**src/rtl/core/ltc_pkg.sv**
```systemverilog
// shared types and constants of the tile cache
package ltc_pkg;

	localparam int KEY_W = 56;
	localparam int BYTE_W = 40;
	localparam int SIZE_W = 24;
	localparam int HANDLE_W = 16;
	localparam int RESULT_CAP = 32;
	localparam int K_W = $clog2(RESULT_CAP + 1);
	localparam logic [BYTE_W-1:0] BYTE_MAX = {BYTE_W{1'b1}};

	// configuration register indexes
	localparam logic [1:0] REG_ENABLE = 2'd0;
	localparam logic [1:0] REG_LIMIT = 2'd1;
	localparam logic [1:0] REG_TARGET = 2'd2;

	typedef enum logic [1:0] {
		MODE_LOOKUP,
		MODE_PROBE,
		MODE_INSERT,
		MODE_SHRINK
	} mode_t;

	typedef enum logic [1:0] {
		STATUS_OK,
		STATUS_IGNORED,
		STATUS_FULL,
		STATUS_EMPTY
	} status_t;

	typedef enum logic [2:0] {
		ST_IDLE,
		ST_MATCH,
		ST_EXEC,
		ST_CHECK,
		ST_SCAN,
		ST_EVICT
	} state_t;

	typedef struct packed {
		mode_t mode;
		logic [KEY_W-1:0] key;
		logic [HANDLE_W-1:0] handle;
		logic [SIZE_W-1:0] nbytes;
	} cmd_t;

	typedef struct packed {
		logic valid;
		logic [1:0] index;
		logic [BYTE_W-1:0] data;
	} cfg_wr_t;

	typedef struct packed {
		logic hit;
		logic [HANDLE_W-1:0] found_handle;
		logic evicted;
		logic [2:0] evicted_face;
		logic [4:0] evicted_level;
		logic [23:0] evicted_x;
		logic [23:0] evicted_y;
		logic [HANDLE_W-1:0] evicted_handle;
		status_t status;
		logic [BYTE_W-1:0] bytes_in_use;
		logic last_result;
	} res_t;

endpackage

```
**src/rtl/core/ltc_front.sv**
```systemverilog
// front end: accepts request words, classifies them and queues them
module ltc_front (
	input  logic                 clk,
	input  logic                 arst_n,
	input  logic                 push,
	output logic                 full,
	input  logic [1:0]           mode,
	input  logic [2:0]           tile_face,
	input  logic [4:0]           tile_level,
	input  logic [23:0]          tile_x,
	input  logic [23:0]          tile_y,
	input  logic [15:0]          image_handle,
	input  logic [23:0]          image_bytes,
	output ltc_pkg::cmd_t        cq_data,
	output logic                 cq_empty,
	input  logic                 cq_pop
);

	ltc_pkg::cmd_t slot_q [2];
	logic wr_ptr_q;
	logic rd_ptr_q;
	logic [1:0] count_q;
	logic do_push;
	logic do_pop;
	ltc_pkg::cmd_t cmd_in;

	// classify and pack the incoming word
	always_comb begin
		cmd_in.mode = ltc_pkg::mode_t'(mode);
		cmd_in.key = {tile_face, tile_level, tile_x, tile_y};
		cmd_in.handle = image_handle;
		cmd_in.nbytes = image_bytes;
	end

	assign full = (count_q == 2'd2);
	assign cq_empty = (count_q == 2'd0);
	assign do_push = push && !full;
	assign do_pop = cq_pop && !cq_empty;
	assign cq_data = slot_q[rd_ptr_q];

	// queue pointers
	always_ff @(posedge clk or negedge arst_n) begin
		if (!arst_n) begin
			wr_ptr_q <= 1'b0;
			rd_ptr_q <= 1'b0;
			count_q <= 2'd0;
		end else begin
			if (do_push) wr_ptr_q <= !wr_ptr_q;
			if (do_pop) rd_ptr_q <= !rd_ptr_q;
			if (do_push && !do_pop) count_q <= count_q + 2'd1;
			else if (do_pop && !do_push) count_q <= count_q - 2'd1;
		end
	end

	// queue storage
	always_ff @(posedge clk) begin
		if (do_push) slot_q[wr_ptr_q] <= cmd_in;
	end

endmodule

```
**config.mk**
```make
export PLATFORM = sky130hd
export DESIGN_NAME = ltc_front
export DESIGN_NICKNAME = d
export VERILOG_FILES = /design/src/rtl/core/ltc_pkg.sv /design/src/rtl/core/ltc_front.sv
export SDC_FILE = /design/constraint.sdc
export NUM_CORES = 1
export LEC_CHECK = 0
export ABC_CLOCK_PERIOD_IN_PS = 4800
export BUFFER_PORTS_ARGS = -buffer_cell sky130_fd_sc_hd__buf_2
export CAP_MARGIN = 40
export CELL_PAD_IN_SITES_DETAIL_PLACEMENT = 0
export CELL_PAD_IN_SITES_GLOBAL_PLACEMENT = 1
export CORE_MARGIN = 5
export CORE_UTILIZATION = 40
export CTS_CLUSTER_SIZE = 20
export DETAILED_ROUTE_END_ITERATION = 8
export MAX_ROUTING_LAYER = met4
export PLACE_DENSITY = 0.82
export SYNTH_ARGS = -nofsm -noshare
export SYNTH_HDL_FRONTEND = slang
export SYNTH_SLANG_ARGS = --single-unit
export TNS_END_PERCENT = 50
```
**constraint.sdc**
```tcl
create_clock -name clk -period 4.8 [get_ports clk]
set_clock_uncertainty 0.05 [all_clocks]
set_input_delay 0.48 -clock clk [delete_from_list [all_inputs] [get_ports clk]]
set_output_delay 0.48 -clock clk [all_outputs]
set_load 0.02 [all_outputs]
```
==> results of run 1 <==
-- critical path: stages, from the launching register on --
cell and delay [ps]:
dfrtp_4 730, buf_4 440, mux2_2 390, buf_2 160
-- power by group through the flow --
stage          Clock [mW]  Sequential (mW)  Combinational, mW
2_1_floorplan           0             2.52               1.38
3_3_place_gp            0             2.64               1.81
3_5_place_dp            0             2.59               1.92
4_1_cts              1.46             2.56               1.92
5_1_grt              1.53             2.58               2.02
6_report             1.41             2.54               1.88
-- kinds of logic after synthesis --
logic type | Yosys count
compound gates | 1
simple gates | 6
xor+xnor | 5
buf+inv | 13
mux | 98
fa+ha+maj | 1
flops | 200
-- cell usage after synthesis --
cell and number:
dfrtp_1 4, xnor2_1 3, and3_1 1, ha_1 1, nand2b_1 1, mux2_4 10, inv_1 2, buf_2 8
o21ai_0 1, nand2_1 1, buf_6 3, nor2_1 3, xor2_1 2, edfxtp_1 196, mux2_2 88
-- cell type report --
cell class                 instances  area [um^2]
fill                            1464         8780
sequential                       200         5990
multi-input combinational        111         1240
timing repair buffer             207         1070
clock buffer                      19          433
tap                              229          287
clock inverter                    13          150
inverter                           2         7.51
antenna                            2         5.00
-- per-layer routing --
layer / vias up / wire [um] / share of wire (%) / GRT usage (%)
met5: - / 0 / 0 / -
met4: 0 / 217 / 1.5 / 4.80
met3: 18 / 853 / 6.1 / 4.37
met2: 127 / 7280 / 52 / 22.9
met1: 1773 / 5690 / 41 / 16.1
li1: 1719 / - / - / -
-- sequential cells by signal, indices dropped and copies added (netlist names) --
name and cells:
slot_q 196, count_q 2, rd_ptr_q 1, wr_ptr_q 1
-- worst paths after layout --
| path | from | endpoint | slack [ps] | cells after the start |
|---|---|---|---|---|
| setup / recovery | rd_ptr_q$_DFFE_PN0P_ | cq_data[43] | 2110 | 3 |
| hold reg to reg | count_q[1]$_DFFE_PN0P_ | count_q[1]$_DFFE_PN0P_ | 490 | 1 |
| max in group asynchronous | arst_n | rd_ptr_q$_DFFE_PN0P_ | 4210 | 2 |
| setup reg to reg | count_q[0]$_DFFE_PN0P_ | slot_q[1][27]$_DFFE_PP_ | 2370 | 3 |
| hold / removal | tile_y[5] | slot_q[0][45]$_DFFE_PP_ | 190 | 1 |
| min in group asynchronous | arst_n | count_q[0]$_DFFE_PN0P_ | 350 | 2 |
-- stage by stage --
stage / utilization [%] / power [mW] / cells / worst slack (ps)
finish: 51.1 / 5.84 / 783 / 2110
floorplan: - / 3.90 / 324 / 1120
global route: 51.1 / 6.13 / 783 / 1980
CTS: 51.1 / 5.93 / 781 / 2030
detailed placement: 47.8 / 4.51 / 748 / 2370
global placement: 47.7 / 4.44 / 747 / 2120
==> out/qor.yml, run 1 <==
status: "finished, final reports clean"
die_w_um: 145
initial_utilization_pct: 40.6
holdCritPathClass: "primary input to flip-flop"
slew_headroom_pct: 52.1
cp_max_fo: 30
power.density_cell_area_nw_per_um2: 636
p_comb_share_pct: 32.2
layout_common_cells: "201 x buf_2, 196 x edfxtp_1, 88 x mux2_2, 17 x clkbuf_16, 10 x mux2_4"
netlist-cell-type-count: 15
synthToLayoutAreaGrowth_pct: 25.8
first_iter_violations: 147
ys_ff_latch: 200
yosys_warnings: 0
core_region_area_um2: 18000
synthesis.area_um2: 7300
cellInternalPower_mw: 3.96
power.switching_fraction_pct: 32.1
antenna_found_initial: 2
route.detailed.drc: 0
cap_violations: 0
static_leak_nw: 3.46
final_net_count: 642
firstDrtPassIters: 4
worst_hold_slack_ps: 192
quantity_of_hold_fixing_buffers_added_after_cts: 1
viasPerCell: 4.64
finalSetupTns_ps: 0
final_hold_viol_count: 0
number_of_rows_created_at_floorplan: 49
cts_post_setup_buffers_inserted: 0
first_global_vias: 4069
worst_slew_pin_slew_ps: 719
cts.root.buffer_cell: "clkbuf_16"
placement.io_buffers: 201
timing.fmax_ghz: 0.371
cp-start-kind: "flip-flop"
ant_nets: 0
cts_num_sinks: 200
finalCritPeriodShare_pct: 56.1
clkLatencyLatePin_ps: 420
detailedPlacementHpwl_um: 9690
global_route_wire_length_before_repair_um: 22100
gr-usage-all-layers_pct: 13.8
synth_adder_area_share_pct: 0.171
proportion_of_power_drawn_by_the_clock_network_pct: 24.2
wl_um: 14000
cts_made_buffers: 17
dieArea_um2: 21000
ctsResizeCount: 0
yosys.area.top_type_share_pct: 80.7
grt_start_max_net_pins: 53
report.final.slew_viol_count: 0
synth_compound_gate_area_share_pct: 0.0686
worstSetupPathType: "flip-flop to output port"
synth_top_family_by_area: "multiplexers"
switchingPower_mw: 1.87
grt.overflow.total: 0
synth_seq_area_share_pct: 82.0
cts_tree: "done"
weighted_congestion_reported_at_the_end_of_routability_driven_placement: 0.757
finalSetupViolations: 0
fp.dieH_um: 145
worst_ep_required_time_ps: 4270
most_common_library_cell_in_the_layout_ignoring_fill_and_taps: "buf_2"
post_dr_wirelength_cell_um: 17.9
placed_cell_area_um2: 8580
critPathArrivalTime_ps: 2160
mappedNetlistNets: 427
synthCells: 324
h_tree_depth_reported_by_cts: 4
seqPwrFrac_pct: 43.6
boundaryPins: 202
synth_area_per_cell_um2: 22.5
non_filler_cell_area_final_um2: 9180
synthXorXnorAreaFrac_pct: 0.600
period_needed_ps: 2690
synth_area_leaders: "edfxtp_1 81%, mux2_2 14%, mux2_4 2.1%"
setup_repair_after_global_routing_missed_its_margin: "false"
synth_mux_area_share_pct: 15.6
num_vias: 3637
clock_path_buffers: 2
synth.largest_area_cell: "edfxtp_1"
max-vdd-ir-drop_uv: 283
worst_setup_hold_path_clk_slew_ps: 70
synth_simple_gate_area_share_pct: 0.377
worst_setup_path_end_kind: "output port"
drive_above_1_share_pct: 60.3
Note: power is estimated with default switching activity, not from simulation.
==> run 2: changes to the inputs <==
ABC_AREA = 1   (was unset)
ABC_CLOCK_PERIOD_IN_PS = 2800   (was 4800)
CORE_UTILIZATION = 41   (was 40)
PLACE_DENSITY = 0.85   (was 0.82)
clock period = 2.8 ns   (was 4.8 ns; I/O delays follow)
==> out/qor.yml, run 2 <==
route.detailed.drc: 0
finalSetupViolations: 0
global_route_wire_length_before_repair_um: 25200
mappedNetlistNets: 646
synth_seq_area_share_pct: 81.5
asyncSetResetFlopFracSynth_pct: 2.00
ant_nets: 0
holdCritPathClass: "primary input to flip-flop"
setup_repair_after_global_routing_missed_its_margin: "false"
synth_area_leaders: "edfxtp_1 80%, nand2_1 15%, dfrtp_1 1.4%"
boundaryPins: 202
largest_register_ffs: 196
most_common_library_cell_in_the_layout_ignoring_fill_and_taps: "nand2_1"
cap_violations: 0
viasPerCell: 4.48
registers.top_by_ff_count: "slot_q"
critPathArrivalTime_ps: 2070
power.density_cell_area_nw_per_um2: 1040
netlist-cell-type-count: 15
worst_setup_hold_path_clk_slew_ps: 60
post_dr_wirelength_cell_um: 15.1
cts_made_buffers: 17
drive_above_1_share_pct: 28.1
synthesis.area_um2: 7350
detailedPlacementHpwl_um: 10200
period_needed_ps: 2400
timing.fmax_ghz: 0.417
wl_um: 16400
max-vdd-ir-drop_uv: 661
ys_ff_latch: 200
die_w_um: 144
synth_area_per_cell_um2: 13.5
static_leak_nw: 4.40
worst_setup_path_end_kind: "output port"
reg2regPathDepth: 6
antenna_cells: 0
clkLatencyLatePin_ps: 410
synthToLayoutAreaGrowth_pct: 39.3
cp-startpoint: "rd_ptr_q$_DFFE_PN0P_"
synth.most_common_cell: "nand2_1"
h_tree_depth_reported_by_cts: 4
first_global_vias: 4944
yosys.area.top_type_share_pct: 80.1
number_of_enable_flip_flop_cells_after_synthesis: 196
dieArea_um2: 20700
clock_path_buffers: 2
cts_tree: "done"
yosys_warnings: 0
synth.largest_area_cell: "edfxtp_1"
grt.overflow.total: 0
reg2reg_setup_slack_ps: 830
worst_hold_slack_ps: 30.0
synth_common_cells: "303 x nand2_1, 196 x edfxtp_1, 16 x buf_2"
final_hold_viol_count: 0
report.final.slew_viol_count: 0
weighted_congestion_reported_at_the_end_of_routability_driven_placement: 0.755
first_iter_violations: 326
slew_headroom_pct: 57.7
critPathCapture: "cq_data[90]"
worst_ep_required_time_ps: 2470
status: "finished, final reports clean"
layout_common_cells: "303 x nand2_1, 201 x buf_2, 196 x edfxtp_1, 97 x dlygate4sd3_1, 17 x clkbuf_16"
cp-start-kind: "flip-flop"
number_of_rows_created_at_floorplan: 49
gr-usage-all-layers_pct: 16.5
total_power_mw: 10.6
core_region_area_um2: 17800
grt_start_max_net_pins: 54
cts_num_sinks: 200
antenna_found_initial: 0
cts.root.buffer_cell: "clkbuf_16"
worstSetupPathType: "flip-flop to output port"
fp.dieH_um: 144
rr_startpoint: "count_q[1]$_DFFE_PN0P_"
synthCells: 543
cp_max_fo: 38
synth-main-ff-cell: "edfxtp_1"
firstDrtPassIters: 4
finalCritPeriodShare_pct: 85.6
initial_utilization_pct: 41.3
biggestRegsByFlops: "slot_q x196, count_q x2"
worst_slew_pin_slew_ps: 635
reg2reg_end: "slot_q[0][66]$_DFFE_PP_"
num_vias: 4878
placement.io_buffers: 201
layout.filler_cells: 1435
final_net_count: 951
-- run 2: changes by cell type in the layout (fill, tap and decap cells not counted), moves of 4 or more --
| cell | change |
|---|---|
| nand2_1 | +302 |
| dlygate4sd3_1 | +96 |
| mux2_2 | -88 |
| mux2_4 | -10 |
| inv_1 | +4 |
-- run 2: power by group --
part	switching [mW]	leakage [nW]	total [mW]	internal, mW
sequential	0.248	1.87	4.33	4.08
clock	1.01	0.302	2.59	1.58
combinational	2.59	2.23	3.70	1.11
-- run 2: through the flow --
step | setup TNS [ps] | cells | worst slack (ps) | cell area, um^2 | utilization [%]
after floorplan | -39390 | 543 | -402 | 7350 | -
after global placement | 0 | 961 | 816 | 8630 | 48.6
after detailed placement | 0 | 961 | 790 | 8630 | 48.6
after CTS | 0 | 1086 | 324 | 10200 | 57.3
after global routing | 0 | 1090 | 225 | 10200 | 57.6
final | 0 | 1090 | 403 | 10200 | 57.6
-- run 2: cells by family after synthesis --
family,Yosys count,share of synthesized area (%)
AO/OA/AOI/OAI,2,0.136
XOR/XNOR,1,0.119
adder cells (fa/ha/maj),1,0.170
buffers and inverters,29,2.15
flip-flops,200,81.5
AND/OR/NAND/NOR,310,15.9
-- run 2: area by class of cell --
cell class              count  area, um^2  area share (%)
clock inverters            13         200            1.96
multi-input cells         314        1210            11.8
clock buffers              19         433            4.23
flip-flops and latches    200        5990            58.5
repair buffers            307        2080            20.3
well taps                 229         287            2.80
inverters                   8        35.0           0.342
-- run 2: worst min-delay path by stage --
stage / start / endpoint / cells after the start
final: image_handle[3] / slot_q[0][27]$_DFFE_PP_ / 1
after global routing: image_handle[3] / slot_q[1][27]$_DFFE_PP_ / 1
after CTS: image_bytes[22] / slot_q[0][22]$_DFFE_PP_ / 1
after detailed placement: arst_n / count_q[1]$_DFFE_PN0P_ / 1
after global placement: arst_n / count_q[1]$_DFFE_PN0P_ / 1
after floorplan: arst_n / count_q[0]$_DFFE_PN0P_ / 0
-- run 2: layer usage --
layer | share of wire (%) | global-route usage, % | vias up | routed length (um)
met4 | 1.4 | 4.86 | 0 | 223
met2 | 49 | 26.9 | 172 | 8090
met1 | 43 | 20.3 | 2251 | 7050
li1 | - | - | 2437 | -
met3 | 6.4 | 4.66 | 18 | 1050
met5 | 0 | - | - | 0
-- run 2: repair_timing --
action | 4_1_cts | 5_1_grt
hold endpoints to repair | 187 | 8
hold buffers | 93 | 4
buffers inserted | 0 | 0
resized for setup | 0 | 0
-- run 2: worst max-delay path: stages (launching register included) --
cell and delay (ps):
dfrtp_4 660, inv_4 350, buf_4 290, nand2_1 80
nand2_1 90, buf_2 170
==> run 3: changes to the inputs <==
ABC_CLOCK_PERIOD_IN_PS = 2500   (was 2800)
CORE_ASPECT_RATIO = 0.7   (was unset)
SLEW_MARGIN = 15   (was unset)
clock period = 2.5 ns   (was 2.8 ns; I/O delays follow)
==> out/qor.yml, run 3 (same netlist as run 2, synthesis figures left out) <==
clock_path_buffers: 2
reg2reg_end: "slot_q[0][31]$_DFFE_PP_"
grt.overflow.total: 0
global_route_wire_length_before_repair_um: 25400
cts_tree: "done"
postLayoutCoreUtil_pct: 57.4
post_dr_wirelength_cell_um: 15.1
static_leak_nw: 4.35
num_vias: 4898
reg2regPathDepth: 6
path_common_cell: "nand2_1"
fp.dieH_um: 122
first_iter_violations: 312
gr-usage-all-layers_pct: 16.4
cp_slowest_cell: "dfrtp_4"
biggestRegsByFlops: "slot_q x196, count_q x2"
core_region_area_um2: 17800
worstSetupPathType: "flip-flop to output port"
firstDrtPassIters: 4
finalSetupViolations: 0
cts.root.buffer_cell: "clkbuf_16"
cp_max_fo: 99
most_common_library_cell_in_the_layout_ignoring_fill_and_taps: "nand2_1"
ant_nets: 0
reg2reg_setup_slack_ps: 710
report.final.slew_viol_count: 0
detailedPlacementHpwl_um: 9130
drive_above_1_share_pct: 28.4
h_tree_depth_reported_by_cts: 4
worst_slew_pin_slew_ps: 573
power.density_cell_area_nw_per_um2: 1150
cap_violations: 0
cpPeakStageDelay_ps: 560
cts_num_sinks: 200
timing.fmax_ghz: 0.463
period_needed_ps: 2160
slew_headroom_pct: 61.8
boundaryPins: 202
placed_cell_area_um2: 8650
finalSetupTns_ps: 0
wl_um: 16500
min_delay_worst_endpoint: "rd_ptr_q$_DFFE_PN0P_"
max-vdd-ir-drop_uv: 866
largest_register_ffs: 196
weighted_congestion_reported_at_the_end_of_routability_driven_placement: 0.779
rr_startpoint: "count_q[1]$_DFFE_PN0P_"
clkLatencyLatePin_ps: 420
final_hold_viol_count: 0
final_net_count: 949
min_from: "cq_pop"
quantity_of_hold_fixing_buffers_added_after_cts: 99
critPathArrivalTime_ps: 1860
ctsResizeCount: 0
initial_utilization_pct: 41.3
placement.io_buffers: 201
status: "finished, final reports clean"
antenna_found_initial: 0
grt_start_max_net_pins: 100
cp-start-kind: "flip-flop"
dieArea_um2: 20700
registers.top_by_ff_count: "slot_q"
first_global_vias: 5058
die_w_um: 170
worstPathCellList: "inv_4, buf_12, nand2_1, nand2_1, buf_2"
holdCritPathClass: "primary input to flip-flop"
synthToLayoutAreaGrowth_pct: 39.1
setup_repair_after_global_routing_missed_its_margin: "false"
cts_post_setup_buffers_inserted: 0
worst_setup_hold_path_clk_slew_ps: 60
finalCritPeriodShare_pct: 86.5
detailedPlace.worstSlack_ps: 759
final_critical_path_setup_slack_ps: 339
layout.filler_cells: 1400
antenna_cells: 0
cts_made_buffers: 17
worst_ep_required_time_ps: 2200
non_filler_cell_area_final_um2: 10200
worst_setup_path_end_kind: "output port"
viasPerCell: 4.48
route.detailed.drc: 0
timing.hold.worst_path_depth: 3
number_of_rows_created_at_floorplan: 41
layout_common_cells: "302 x nand2_1, 201 x buf_2, 196 x edfxtp_1, 99 x dlygate4sd3_1, 17 x clkbuf_16"
==> run 3: cell types whose count changed in the layout (fill, tap and decap cells not counted), sizes merged <==
cell / before / now
inv: 9 / 11
dlygate4sd3: 97 / 99
buf: 210 / 206
clkinv: 5 / 1
bufinv: 5 / 2
clkinvlp: 2 / 6
==> run 3: layout make-up <==
| cell class | count | area (um^2) | share of cell area, % |
|---|---|---|---|
| clock inverters | 12 | 143 | 1.40 |
| inverters | 8 | 36.3 | 0.355 |
| clock buffers | 19 | 433 | 4.24 |
| flip-flops and latches | 200 | 5990 | 58.6 |
| repair buffers | 305 | 2100 | 20.5 |
| multi-input cells | 314 | 1220 | 12.0 |
| well taps | 236 | 295 | 2.89 |
==> run 3: worst max-delay path by stage <==
stage               depth (start not counted)              startpoint  slack, ps                      end
floorplan                                   5  count_q[1]$_DFFE_PN0P_       -130   slot_q[0][0]$_DFFE_PP_
global placement                            5    rd_ptr_q$_DFFE_PN0P_        770              cq_data[21]
detailed placement                          6  count_q[1]$_DFFE_PN0P_        760  slot_q[0][47]$_DFFE_PP_
CTS                                         5    rd_ptr_q$_DFFE_PN0P_        300              cq_data[21]
global route                                5    rd_ptr_q$_DFFE_PN0P_        220              cq_data[21]
finish                                      5    rd_ptr_q$_DFFE_PN0P_        340              cq_data[21]
==> run 3: power by group <==
group	leakage [nW]	switching, mW	total (mW)	internal [mW]
logic	2.22	3.01	4.26	1.25
clock network	0.266	1.20	2.69	1.49
registers	1.87	0.210	4.78	4.57
total	4.35	4.42	11.7	7.31
==> run 3: critical path, delay by kind of cell, from the launching register on <==
family,cells,cell delay [ps]
buffers and inverters,3,630
flip-flops,1,560
AND/OR/NAND/NOR,2,220
==> run 3: per-stage QoR <==
stage / hold WS [ps] / power, mW / instances
after floorplan: -95.6 / 7.55 / 543
after global placement: 17.7 / 8.98 / 964
after detailed placement: 13.8 / 9.03 / 964
after CTS: 40.8 / 11.8 / 1094
after global routing: 50.6 / 12.4 / 1094
final: 66.8 / 11.7 / 1094
==> run 3: layer usage <==
metal  part of all wire [%]  global-route usage, %  vias to the layer above
li1                       -                      -                     2426
met5                      0                      -                        -
met4                    1.3                   4.69                        0
met3                    8.1                   5.51                       22
met1                     43                   19.2                     2282
met2                     48                   27.2                      168
